==> src/sv/fmenc_pkg.sv <==
package fmenc_pkg;

  typedef enum logic [2:0] {
    KIND_DATA  = 3'd0,
    KIND_INDEX = 3'd1,
    KIND_ID    = 3'd2,
    KIND_DAM   = 3'd3,
    KIND_DDAM  = 3'd4,
    KIND_CRC   = 3'd5
  } kind_e;

  typedef enum logic [2:0] {
    CFG_MODE           = 3'd0,
    CFG_MFM_SYNC       = 3'd1,
    CFG_MFM_INDEX_SYNC = 3'd2,
    CFG_CRC_AFTER_SYNC = 3'd3,
    CFG_FM_INDEX       = 3'd4,
    CFG_FM_ID          = 3'd5,
    CFG_FM_DAM         = 3'd6,
    CFG_FM_DDAM        = 3'd7
  } cfg_idx_e;

  localparam int unsigned CfgIdxWidth  = 3;
  localparam int unsigned CfgDataWidth = 16;

  localparam logic [15:0] CLOCK_CELLS = 16'hAAAA;
  localparam logic [15:0] CRC_INIT    = 16'hFFFF;
  localparam logic [15:0] CRC_POLY    = 16'h1021;
  localparam logic [15:0] CRC_TOP     = 16'h8000;

  localparam logic [7:0] MARK_INDEX_BYTE   = 8'hFC;
  localparam logic [7:0] MARK_ID_BYTE      = 8'hFE;
  localparam logic [7:0] MARK_DATA_BYTE    = 8'hFB;
  localparam logic [7:0] MARK_DELETED_BYTE = 8'hF8;

  localparam logic        RST_MODE           = 1'b1;
  localparam logic [15:0] RST_MFM_SYNC       = 16'h4489;
  localparam logic [15:0] RST_MFM_INDEX_SYNC = 16'h5224;
  localparam logic [15:0] RST_CRC_AFTER_SYNC = 16'hCDB4;
  localparam logic [15:0] RST_FM_INDEX       = 16'hF77A;
  localparam logic [15:0] RST_FM_ID          = 16'hF57E;
  localparam logic [15:0] RST_FM_DAM         = 16'hF56F;
  localparam logic [15:0] RST_FM_DDAM        = 16'hF56A;

  typedef struct packed {
    logic        mfm;
    logic [15:0] sync;
    logic [15:0] index_sync;
    logic [15:0] crc_after_sync;
    logic [15:0] fm_index;
    logic [15:0] fm_id;
    logic [15:0] fm_dam;
    logic [15:0] fm_ddam;
  } cfg_t;

  typedef struct packed {
    logic [15:0] cells;
    logic [15:0] fuzzy;
    logic        last;
  } word_t;

  function automatic logic [15:0] spread8(input logic [7:0] b);
    logic [15:0] r;
    r = '0;
    for (int i = 0; i < 8; i++) begin
      r[2*i] = b[i];
    end
    return r;
  endfunction

  function automatic logic [15:0] crc_byte(input logic [15:0] crc, input logic [7:0] b);
    logic [15:0] c;
    c = crc ^ {b, 8'h00};
    for (int i = 0; i < 8; i++) begin
      if ((c & CRC_TOP) != '0) begin
        c = {c[14:0], 1'b0} ^ CRC_POLY;
      end else begin
        c = {c[14:0], 1'b0};
      end
    end
    return c;
  endfunction

  function automatic logic [15:0] cell_encode(input logic mfm, input logic prior0,
                                              input logic [7:0] b);
    logic [15:0] s;
    logic [15:0] near;
    s    = spread8(b);
    near = {s[14:0], 1'b0} | {1'b0, s[15:1]} | {prior0, 15'b0};
    if (mfm) begin
      return s | (~near & CLOCK_CELLS);
    end
    return s | CLOCK_CELLS;
  endfunction

  function automatic logic [7:0] mark_byte(input kind_e kind);
    logic [7:0] m;
    unique case (kind)
      KIND_INDEX: m = MARK_INDEX_BYTE;
      KIND_ID:    m = MARK_ID_BYTE;
      KIND_DAM:   m = MARK_DATA_BYTE;
      default:    m = MARK_DELETED_BYTE;
    endcase
    return m;
  endfunction

endpackage

==> src/sv/fmenc_item_seq.sv <==
module fmenc_item_seq (
  input  logic             clk_i,
  input  logic             rst_ni,
  input  fmenc_pkg::cfg_t  cfg_i,
  input  logic             in_valid_i,
  output logic             in_stall_o,
  input  logic [2:0]       kind_i,
  input  logic [7:0]       data_byte_i,
  input  logic [7:0]       fuzzy_bits_i,
  input  logic             corrupt_crc_i,
  input  logic             out_ready_i,
  output logic             word_valid_o,
  output fmenc_pkg::word_t word_o
);
  import fmenc_pkg::*;

  logic        item_valid_q, item_valid_d;
  logic [1:0]  idx_q, idx_d;
  logic [15:0] prior_q, prior_d;
  logic [15:0] crc_q, crc_d;
  logic [2:0]  kind_q;
  logic [7:0]  data_q;
  logic [7:0]  fuzzy_q;
  logic        bad_q;
  logic [7:0]  low_q, low_d;

  kind_e       kind;
  logic [7:0]  byte_v;
  logic [15:0] fz;
  logic [15:0] fixed_word;
  logic [15:0] raw;
  logic [15:0] crc_base;
  logic        use_byte;
  logic        feed;
  logic        last;
  logic        known;
  logic        emit;
  logic        done;
  logic        load;

  always_comb begin
    kind       = kind_e'(kind_q);
    byte_v     = data_q;
    fz         = '0;
    fixed_word = '0;
    crc_base   = crc_q;
    use_byte   = 1'b1;
    feed       = 1'b1;
    last       = 1'b1;
    known      = 1'b1;
    unique case (kind) inside
      KIND_DATA: begin
        fz = spread8(fuzzy_q);
      end
      KIND_INDEX, KIND_ID, KIND_DAM, KIND_DDAM: begin
        byte_v = mark_byte(kind);
        if (cfg_i.mfm) begin
          if (idx_q != 2'd3) begin
            use_byte   = 1'b0;
            feed       = 1'b0;
            last       = 1'b0;
            fixed_word = (kind == KIND_INDEX) ? cfg_i.index_sync : cfg_i.sync;
          end else if (kind != KIND_INDEX) begin
            crc_base = cfg_i.crc_after_sync;
          end
        end else begin
          use_byte = 1'b0;
          crc_base = CRC_INIT;
          unique case (kind)
            KIND_INDEX: fixed_word = cfg_i.fm_index;
            KIND_ID:    fixed_word = cfg_i.fm_id;
            KIND_DAM:   fixed_word = cfg_i.fm_dam;
            default:    fixed_word = cfg_i.fm_ddam;
          endcase
        end
      end
      KIND_CRC: begin
        if (idx_q == 2'd0) begin
          byte_v = crc_q[15:8];
          last   = 1'b0;
        end else begin
          byte_v = low_q;
        end
      end
      default: begin
        known = 1'b0;
      end
    endcase

    raw = use_byte ? cell_encode(cfg_i.mfm, prior_q[0], byte_v) : fixed_word;

    emit = item_valid_q && known && out_ready_i;
    done = item_valid_q && (!known || (out_ready_i && last));
    load = in_valid_i && !in_stall_o;

    crc_d   = crc_q;
    prior_d = prior_q;
    low_d   = low_q;
    idx_d   = idx_q;
    if (emit) begin
      if (feed) begin
        crc_d = crc_byte(crc_base, byte_v);
      end
      if (cfg_i.mfm) begin
        prior_d = raw;
      end
      if (kind == KIND_CRC && idx_q == 2'd0) begin
        low_d = crc_q[7:0] ^ {7'b0, bad_q};
      end
      idx_d = last ? 2'd0 : idx_q + 2'd1;
    end
    if (load) begin
      idx_d = 2'd0;
    end
    item_valid_d = load ? 1'b1 : (done ? 1'b0 : item_valid_q);
  end

  assign in_stall_o   = item_valid_q && !done;
  assign word_valid_o = emit;
  assign word_o.cells = raw & ~fz;
  assign word_o.fuzzy = fz;
  assign word_o.last  = last;

  always_ff @(posedge clk_i or negedge rst_ni) begin
    if (!rst_ni) begin
      item_valid_q <= 1'b0;
      idx_q        <= '0;
      prior_q      <= '0;
      crc_q        <= CRC_INIT;
    end else begin
      item_valid_q <= item_valid_d;
      idx_q        <= idx_d;
      prior_q      <= prior_d;
      crc_q        <= crc_d;
    end
  end

  always_ff @(posedge clk_i) begin
    low_q <= low_d;
    if (load) begin
      kind_q  <= kind_i;
      data_q  <= data_byte_i;
      fuzzy_q <= fuzzy_bits_i;
      bad_q   <= corrupt_crc_i;
    end
  end

  a_last_rewinds: assert property (@(posedge clk_i) disable iff (!rst_ni)
    word_valid_o && word_o.last |=> idx_q == 2'd0)
    else $error("word index not rewound after the final word");

  a_mid_continues: assert property (@(posedge clk_i) disable iff (!rst_ni)
    word_valid_o && !word_o.last |=> item_valid_q && idx_q == $past(idx_q) + 2'd1)
    else $error("item left before its final word");

  a_fm_single: assert property (@(posedge clk_i) disable iff (!rst_ni)
    word_valid_o && !cfg_i.mfm && kind_q != KIND_CRC |-> word_o.last)
    else $error("FM item other than CRC produced more than one word");

endmodule

==> src/sv/fmenc_out_reg.sv <==
module fmenc_out_reg (
  input  logic             clk_i,
  input  logic             rst_ni,
  input  logic             word_valid_i,
  input  fmenc_pkg::word_t word_i,
  output logic             ready_o,
  input  logic             out_stall_i,
  output logic             out_valid_o,
  output logic [15:0]      cell_word_o,
  output logic [15:0]      fuzzy_word_o,
  output logic             last_word_o
);
  import fmenc_pkg::*;

  logic  valid_q, valid_d;
  word_t word_q;

  assign ready_o = !valid_q || !out_stall_i;
  assign valid_d = word_valid_i ? 1'b1 : (out_stall_i ? valid_q : 1'b0);

  always_ff @(posedge clk_i or negedge rst_ni) begin
    if (!rst_ni) begin
      valid_q <= 1'b0;
    end else begin
      valid_q <= valid_d;
    end
  end

  always_ff @(posedge clk_i) begin
    if (word_valid_i) begin
      word_q <= word_i;
    end
  end

  assign out_valid_o  = valid_q;
  assign cell_word_o  = word_q.cells;
  assign fuzzy_word_o = word_q.fuzzy;
  assign last_word_o  = word_q.last;

endmodule

==> src/sv/fm_mfm_floppy_byte_encoder_unit.sv <==
// An item's first word passes the item register, then the output register. One word
// leaves per cycle if out_stall_i is low; the single word generator steps through
// each item: a data byte or FM mark gives one word, a CRC item two, MFM marks four.
// Reset clears both stages, loads the CRC with 0xFFFF, clears the previous MFM word
// and restores every configuration register to its default.
module fm_mfm_floppy_byte_encoder_unit (
  input  logic                               clk_i,
  input  logic                               rst_ni,
  input  logic                               cfg_we_i,
  input  logic [fmenc_pkg::CfgIdxWidth-1:0]  cfg_idx_i,
  input  logic [fmenc_pkg::CfgDataWidth-1:0] cfg_data_i,
  input  logic                               in_valid_i,
  output logic                               in_stall_o,
  input  logic [2:0]                         kind_i,
  input  logic [7:0]                         data_byte_i,
  input  logic [7:0]                         fuzzy_bits_i,
  input  logic                               corrupt_crc_i,
  output logic                               out_valid_o,
  input  logic                               out_stall_i,
  output logic [15:0]                        cell_word_o,
  output logic [15:0]                        fuzzy_word_o,
  output logic                               last_word_o
);
  import fmenc_pkg::*;

  cfg_t  cfg_q;
  logic  out_ready;
  logic  word_valid;
  word_t word;

  always_ff @(posedge clk_i or negedge rst_ni) begin
    if (!rst_ni) begin
      cfg_q.mfm            <= RST_MODE;
      cfg_q.sync           <= RST_MFM_SYNC;
      cfg_q.index_sync     <= RST_MFM_INDEX_SYNC;
      cfg_q.crc_after_sync <= RST_CRC_AFTER_SYNC;
      cfg_q.fm_index       <= RST_FM_INDEX;
      cfg_q.fm_id          <= RST_FM_ID;
      cfg_q.fm_dam         <= RST_FM_DAM;
      cfg_q.fm_ddam        <= RST_FM_DDAM;
    end else if (cfg_we_i) begin
      unique case (cfg_idx_e'(cfg_idx_i))
        CFG_MODE:           cfg_q.mfm            <= cfg_data_i[0];
        CFG_MFM_SYNC:       cfg_q.sync           <= cfg_data_i;
        CFG_MFM_INDEX_SYNC: cfg_q.index_sync     <= cfg_data_i;
        CFG_CRC_AFTER_SYNC: cfg_q.crc_after_sync <= cfg_data_i;
        CFG_FM_INDEX:       cfg_q.fm_index       <= cfg_data_i;
        CFG_FM_ID:          cfg_q.fm_id          <= cfg_data_i;
        CFG_FM_DAM:         cfg_q.fm_dam         <= cfg_data_i;
        CFG_FM_DDAM:        cfg_q.fm_ddam        <= cfg_data_i;
      endcase
    end
  end

  fmenc_item_seq u_seq (
    .clk_i         (clk_i),
    .rst_ni        (rst_ni),
    .cfg_i         (cfg_q),
    .in_valid_i    (in_valid_i),
    .in_stall_o    (in_stall_o),
    .kind_i        (kind_i),
    .data_byte_i   (data_byte_i),
    .fuzzy_bits_i  (fuzzy_bits_i),
    .corrupt_crc_i (corrupt_crc_i),
    .out_ready_i   (out_ready),
    .word_valid_o  (word_valid),
    .word_o        (word)
  );

  fmenc_out_reg u_out (
    .clk_i        (clk_i),
    .rst_ni       (rst_ni),
    .word_valid_i (word_valid),
    .word_i       (word),
    .ready_o      (out_ready),
    .out_stall_i  (out_stall_i),
    .out_valid_o  (out_valid_o),
    .cell_word_o  (cell_word_o),
    .fuzzy_word_o (fuzzy_word_o),
    .last_word_o  (last_word_o)
  );

endmodule

==> config.mk <==
export PLATFORM = sky130hd
export DESIGN_NAME = fm_mfm_floppy_byte_encoder_unit
export DESIGN_NICKNAME = d
export VERILOG_FILES = /design/src/sv/fmenc_pkg.sv /design/src/sv/fmenc_item_seq.sv /design/src/sv/fmenc_out_reg.sv /design/src/sv/fm_mfm_floppy_byte_encoder_unit.sv
export SDC_FILE = /design/constraint.sdc
export NUM_CORES = 1
export LEC_CHECK = 0
export ABC_AREA = 0
export BUFFER_PORTS_ARGS = -buffer_cell sky130_fd_sc_hd__buf_2
export CAP_MARGIN = 40
export CORE_MARGIN = 4
export CORE_UTILIZATION = 39
export DETAILED_ROUTE_END_ITERATION = 10
export HOLD_SLACK_MARGIN = 0.06
export SLEW_MARGIN = 5
export SYNTH_ARGS = -nofsm -noshare
export SYNTH_HDL_FRONTEND = slang
export SYNTH_SLANG_ARGS = --single-unit
==> constraint.sdc <==
create_clock -name clk_i -period 4.1 [get_ports clk_i]
set_input_delay 0.615 -clock clk_i [delete_from_list [all_inputs] [get_ports clk_i]]
set_output_delay 0.615 -clock clk_i [all_outputs]
set_load 0.01 [all_outputs]
## Yosys cells after proc, flatten, opt, wreduce, memory -nomap -nowiden

Index checks and enable logic that the tools add are counted.

| operators by class | value |
|---|---|
| add/sub/neg operators | 1 |
| eq/ne operators | 15 |
| multiplexer cells | 54 |
| bitwise logic cells | 16 |
| reductions and logical operators | 32 |

Operator list:

| cell | number |
|---|---|
| 2-to-1 mux 16 bit | 25 |
| 2-to-1 mux 13 bit | 8 |
| case mux 16 bit (3 select lines) | 1 |
| NOT 3 bit | 8 |
| AND reduction 2 bit | 11 |
| == test 3 bit, second input constant | 6 |
| bitwise AND 16 bit | 1 |
| NOT 15 -> 16 bit | 1 |
| NOT 16 bit | 1 |
| OR 15 x 16 -> 16 bit | 1 |
| OR 16 x 14 -> 16 bit | 1 |
| OR 16 bit | 1 |
| case mux 8 bit (2 select lines) | 1 |
| XOR 16 bit | 1 |
| 2-to-1 mux 15 bit | 1 |
| == test 3 x 2 -> 1 bit, second input constant | 4 |
| 2-to-1 mux 1 bit | 12 |
| case mux 3 bit (3 select lines) | 1 |
| 2-to-1 mux 8 bit | 1 |
| XOR 8 x 1 -> 8 bit | 1 |
| logical AND 1 bit | 7 |
| == test 3 x 1 -> 1 bit, second input constant | 2 |
| logical NOT 3 bit | 2 |
| 2-to-1 mux 2 bit | 3 |
| other kinds (11) | 17 |

| storage, ports and cells | value |
|---|---|
| register bits after elaboration | 195 |
| input port bits | 44 |
| output and inout port bits | 35 |
| word-level logic and storage cells | 139 |

## Longest topological paths before layout

| logic depth | value |
|---|---|
| depth in word-level cells | 36 |
| gate-level depth with buffers | 10 |

## By module

From an unflattened synthesis, not the netlist that was laid out.

| second synthesis, totals | value |
|---|---|
| cells, all modules | 731 |
| area total of the unflattened synthesis | 9603.0 µm² |

Modules (own cells, without submodules):

| module | times used | cells an instance | area an instance (µm²) |
|---|---|---|---|
| fm_mfm_floppy_byte_encoder_unit | 1 | 248 | 4583.1 |
| fmenc_item_seq | 1 | 447 | 3992.6 |
| fmenc_out_reg | 1 | 36 | 1027.2 |

## Worst setup path after synthesis

No wires, ideal clock.

| timing path | value |
|---|---|
| path kind | register to register |
| start point | register u_seq.kind_q[2], in the netlist u_seq.kind[2] |
| end point | register u_seq.crc_q[11] |
| arrival | 3261 ps |
| required time | 4021 ps |
| setup slack | 760 ps |
| stages on the path, launching flop included | 9 |
| cell sequence | edfxtp_1 buf_6 buf_2 nand2_1 nand2_1 a21oi_1 o21ai_0 clkbuf_1 o21ai_0 |

| between the ends | value |
|---|---|
| word-level cells in the longest chain between the ends | 29 |
| elaborated cells on any way between the ends | 43 |
| classes of those cells | 6 x eq/ne; 29 x mux; 2 x bitwise; 6 x reduce/logical |

RTL lines:

| item | RTL line | source |
|---|---|---|
| start, declared | fmenc_item_seq.sv:21 | `logic [2:0] kind_q;` |
| start signal, assigned | fmenc_item_seq.sv:141 | `kind_q <= kind_i;` |
| inequality test 3 x 1 -> 1 bit | fmenc_item_seq.sv:63 | `end else if (kind != KIND_INDEX) begin` |
| 2-to-1 mux 16 bit | fmenc_item_seq.sv:63 |  |
| 2-to-1 mux 16 bit | fmenc_item_seq.sv:58 | `if (idx_q != 2'd3) begin` |
| 2-to-1 mux 16 bit | fmenc_item_seq.sv:57 | `if (cfg_i.mfm) begin` |
| 2-to-1 mux 16 bit | fmenc_item_seq.sv:51 | `unique case (kind) inside` |
| XOR 16 bit | fmenc_pkg.sv:73 | `c = crc ^ {b, 8'h00};` |
| 2-to-1 mux 13 bit | fmenc_pkg.sv:75 | `if ((c & CRC_TOP) != '0) begin` |
| 2-to-1 mux 16 bit | fmenc_item_seq.sv:101 | `if (feed) begin` |
| [13 not listed] | n/a |  |
| 2-to-1 mux 16 bit | fmenc_item_seq.sv:100 | `if (emit) begin` |
| 2-to-1 mux 13 bit | fmenc_pkg.sv:75 |  |
| 2-to-1 mux 16 bit | fmenc_item_seq.sv:101 |  |
| 2-to-1 mux 16 bit | fmenc_item_seq.sv:100 |  |
| 2-to-1 mux 13 bit | fmenc_pkg.sv:75 |  |
| 2-to-1 mux 16 bit | fmenc_item_seq.sv:101 |  |
| 2-to-1 mux 16 bit | fmenc_item_seq.sv:100 |  |
| 2-to-1 mux 13 bit | fmenc_pkg.sv:75 |  |
| end signal, assigned | fmenc_item_seq.sv:134 | `crc_q <= crc_d;` |
| end, declared | fmenc_item_seq.sv:20 | `logic [15:0] crc_q, crc_d;` |

Several ways; a longest one is shown, not always the timed one. The select of a mux whose other input is x is not followed.
A chain may end at the register's enable or synchronous reset.

==> impl_metrics.yaml <==
status:
  outcome: "finished clean"
detailed_routing:
  drt_iter0_drc: 478
  drtPass1Iterations: 5
  wirelength_mm: 22.1
  route.detailed.wl_per_inst_um: 20.5
  ant_nets: 0
  vias: 5848
  drc: 0
  avgViaCountPerCell: 5.45
worst_setup_path:
  slowest_delay_ns: 0.68
  cp-start-kind: "flip-flop"
  r2r_slack_ns: 1.08
  worstSetupPathType: "reg -> out"
  critPathTopFamily: "compound AO/OA/AOI/OAI gates"
  crit_buf_inv: 2
  critPathSlowestCell: "dfstp_2"
  end_kind: "output pin"
  path_cells: "nand2b_1, o32a_1, a21o_1, inv_1, buf_2"
  worstPathArrival_ns: 2.62
  crit_fanout: 18
  crit_required_ns: 3.48
floorplan:
  fp.coreArea_mm2: 0.0226
  die_y_um: 160
  initial_utilization_pct: 39.7
  dieArea_mm2: 0.0255
  num_rows: 55
  ios: 79
  dieWidth_um: 160
grt:
  antenna_found_initial: 0
  grt_usage_pct: 17.6
  grt_pass1_vias: 5892
  overflow: 0
  grt_max_degree: 69
  grt_pass1_wl_mm: 35.1
timing:
  timing.fmax_mhz: 309
  skew_ns: 0.0101
  max_slew_margin_pct: 37.7
  setup_viol: 0
  rsz0062_at_grt: "false"
  finalSetupTns_ns: 0
  period_share_pct: 78.8
  worstMarginPinSlew_ns: 0.935
  slew_violations: 0
  hold_viol: 0
  min_period_ns: 3.23
pwr:
  ir_worst_vdd_mv: 0.253
  power_frac_clock_pct: 26.8
  power.leakage_uw: 0.00411
  intPower_uw: 4060
  seqPwrFrac_pct: 47.1
  switching_share_pct: 31.5
  comb_power_share_pct: 26.1
  p_sw_uw: 1870
  power.density_mw_per_mm2: 578
logic_synthesis:
  synth_top_area_share_pct: 24.0
  synthMuxAreaShare_pct: 19.3
  synthArstFlopShare_pct: 71.7
  ys_warn_count: 0
  ys_types: 65
  synth_xor_area_share_pct: 2.55
  synthAdderAreaFrac_pct: 0.279
  synth-simple-area-share_pct: 7.94
  synth-edff-count: 53
  ys_ff_latch: 187
  synth_area_leaders: "dfstp_2 24%, edfxtp_1 18%, dfrtp_1 14%"
  synth_top_area_cell: "dfstp_2"
  synth_compound_area_share_pct: 10.3
  synth_top_family_by_area: "multiplexers"
  syn_inst: 711
  ys_seq_area_share_pct: 56.2
  synth_area_per_cell_um2: 12.6
  synth_top_flop_cell: "dfstp_2"
  synthesis.area_mm2: 0.00898
placed_design:
  portBuffers: 70
  gp_congestion: 0.884
  placed_area_mm2: 0.00968
  hpwl_mm: 15.5
clock_network:
  clk_latency_ns: 0.43
  postCtsSetupBuffers: 0
  clockRootBuffer: "clkbuf_16"
  tritoncts: "built"
  clock_path_buffers: 2
  cts_buffers: 17
  htree_num_levels: 4
  path_clk_slew_ns: 0.07
  clkSinkCount: 187
layout:
  drive_above_1_share_pct: 42.3
  final_area_mm2: 0.0103
  antenna_cells: 0
  fill_cells: 2043
  final_cell_mix: "114 x mux2_2, 82 x dfstp_2, 69 x buf_2, 53 x edfxtp_1, 52 x dfrtp_1"
  nets: 822
  syn_to_final_growth_pct: 14.1
  layout_commonest_cell: "mux2_2"
job:
  drv_cap: 0
min_path:
  hp-class: "in -> reg"
[worst paths after layout]
kind | startpoint | to | cells after the start
max | cfg_q[112]$_DFFE_PN1P_ | in_stall_o | 5
min in group asynchronous | rst_ni | cfg_q[86]$_DFFE_PN0P_ | 2
min | corrupt_crc_i | u_seq.bad_q$_DFFE_PP_ | 1
max reg2reg | u_seq.kind[1]$_DFFE_PP_ | u_seq.crc_q[8]$_DFFE_PN1P_ | 7
max in group asynchronous | rst_ni | u_seq.crc_q[8]$_DFFE_PN1P_ | 3
min reg2reg | u_seq.crc_q[12]$_DFFE_PN1P_ | u_seq.crc_q[12]$_DFFE_PN1P_ | 2
[state kept, by name, indices dropped and copies added (netlist names), 2 cells and up]
register and count:
u_seq.crc_q 16, u_out.cell_word_o 16, u_seq.data_q 8, u_seq.kind 3, u_out.fuzzy_word_o 8, u_seq.low_q 8, u_seq.idx_q 2, cfg_q 113
u_seq.fuzzy_q 8
[layer usage]
metal / vias up / routed length, um / GRT usage [%] / part of all wire [%]
met5: - / 0 / 0 / 0
li1: 2720 / - / - / -
met2: 164 / 9710 / 25.7 / 44
met4: 0 / 416 / 5.51 / 1.9
met1: 2939 / 10700 / 26.7 / 49
met3: 25 / 1200 / 3.15 / 5.4
[worst reg2reg max path: cells and delay by family, from the launching register on]
family          cells  cell delay (ns)
simple gates        1             0.24
flops               1             0.84
xor+xnor            3             0.85
compound gates      3             1.02
[cell usage after synthesis (9+ instances only)]
| cell | count |
|---|---|
| mux2_2 | 114 |
| dfstp_2 | 82 |
| edfxtp_1 | 53 |
| dfrtp_1 | 52 |
| nand2_1 | 48 |
| mux2i_1 | 45 |
| nor2_1 | 35 |
| a21oi_1 | 29 |
| clkbuf_1 | 26 |
| o21ai_0 | 22 |
| o221ai_1 | 20 |
| o21ai_1 | 14 |
| buf_4 | 12 |
| and2_1 | 10 |
| buf_2 | 10 |
| inv_1 | 10 |
| xnor2_1 | 9 |
| xor2_1 | 9 |
[cells by family after synthesis]
family	count (synthesis)
AND/OR/NAND/NOR	144
adder cells (fa/ha/maj)	2
AO/OA/AOI/OAI	133
flip-flops	187
other	1
buffers and inverters	63
XOR/XNOR	22
multiplexers	159
[repair_timing]
action / in CTS / in global routing
hold buffers: 1 / 0
resized for setup: 0 / 0
endpoints found under the hold margin: 2 / 0
[stage by stage]
stage / hold slack, ns / setup WS [ns] / util (%) / std cells / power [uW]
finish: 0.355 / 0.869 / 45.3 / 1074 / 5930
global route: 0.335 / 0.744 / 45.3 / 1074 / 6270
CTS: 0.336 / 0.897 / 45.3 / 1074 / 5980
detailed placement: 0.437 / 1.11 / 42.8 / 1041 / 4370
global placement: 0.472 / 1.11 / 42.4 / 1036 / 4340
floorplan: 0.319 / 0.760 / - / 718 / 3880
[area by class of cell]
type	instances	area, um2	area share, %
Multi-Input combinational cell	468	3680	35.9
Timing Repair Buffer	91	561	5.47
Inverter	11	41.3	0.403
Sequential cell	187	5050	49.2
Clock buffer	19	454	4.43
Tap cell	285	357	3.48
Clock inverter	13	108	1.05
[power by group through the flow]
stage / combinational, uW / clock [uW] / sequential (uW)
finish: 1550 / 1590 / 2790
global route: 1710 / 1710 / 2850
CTS: 1560 / 1630 / 2790
detailed placement: 1550 / 0 / 2820
global placement: 1520 / 0 / 2820
floorplan: 1160 / 0 / 2720
(Power assumes the default switching activity.)
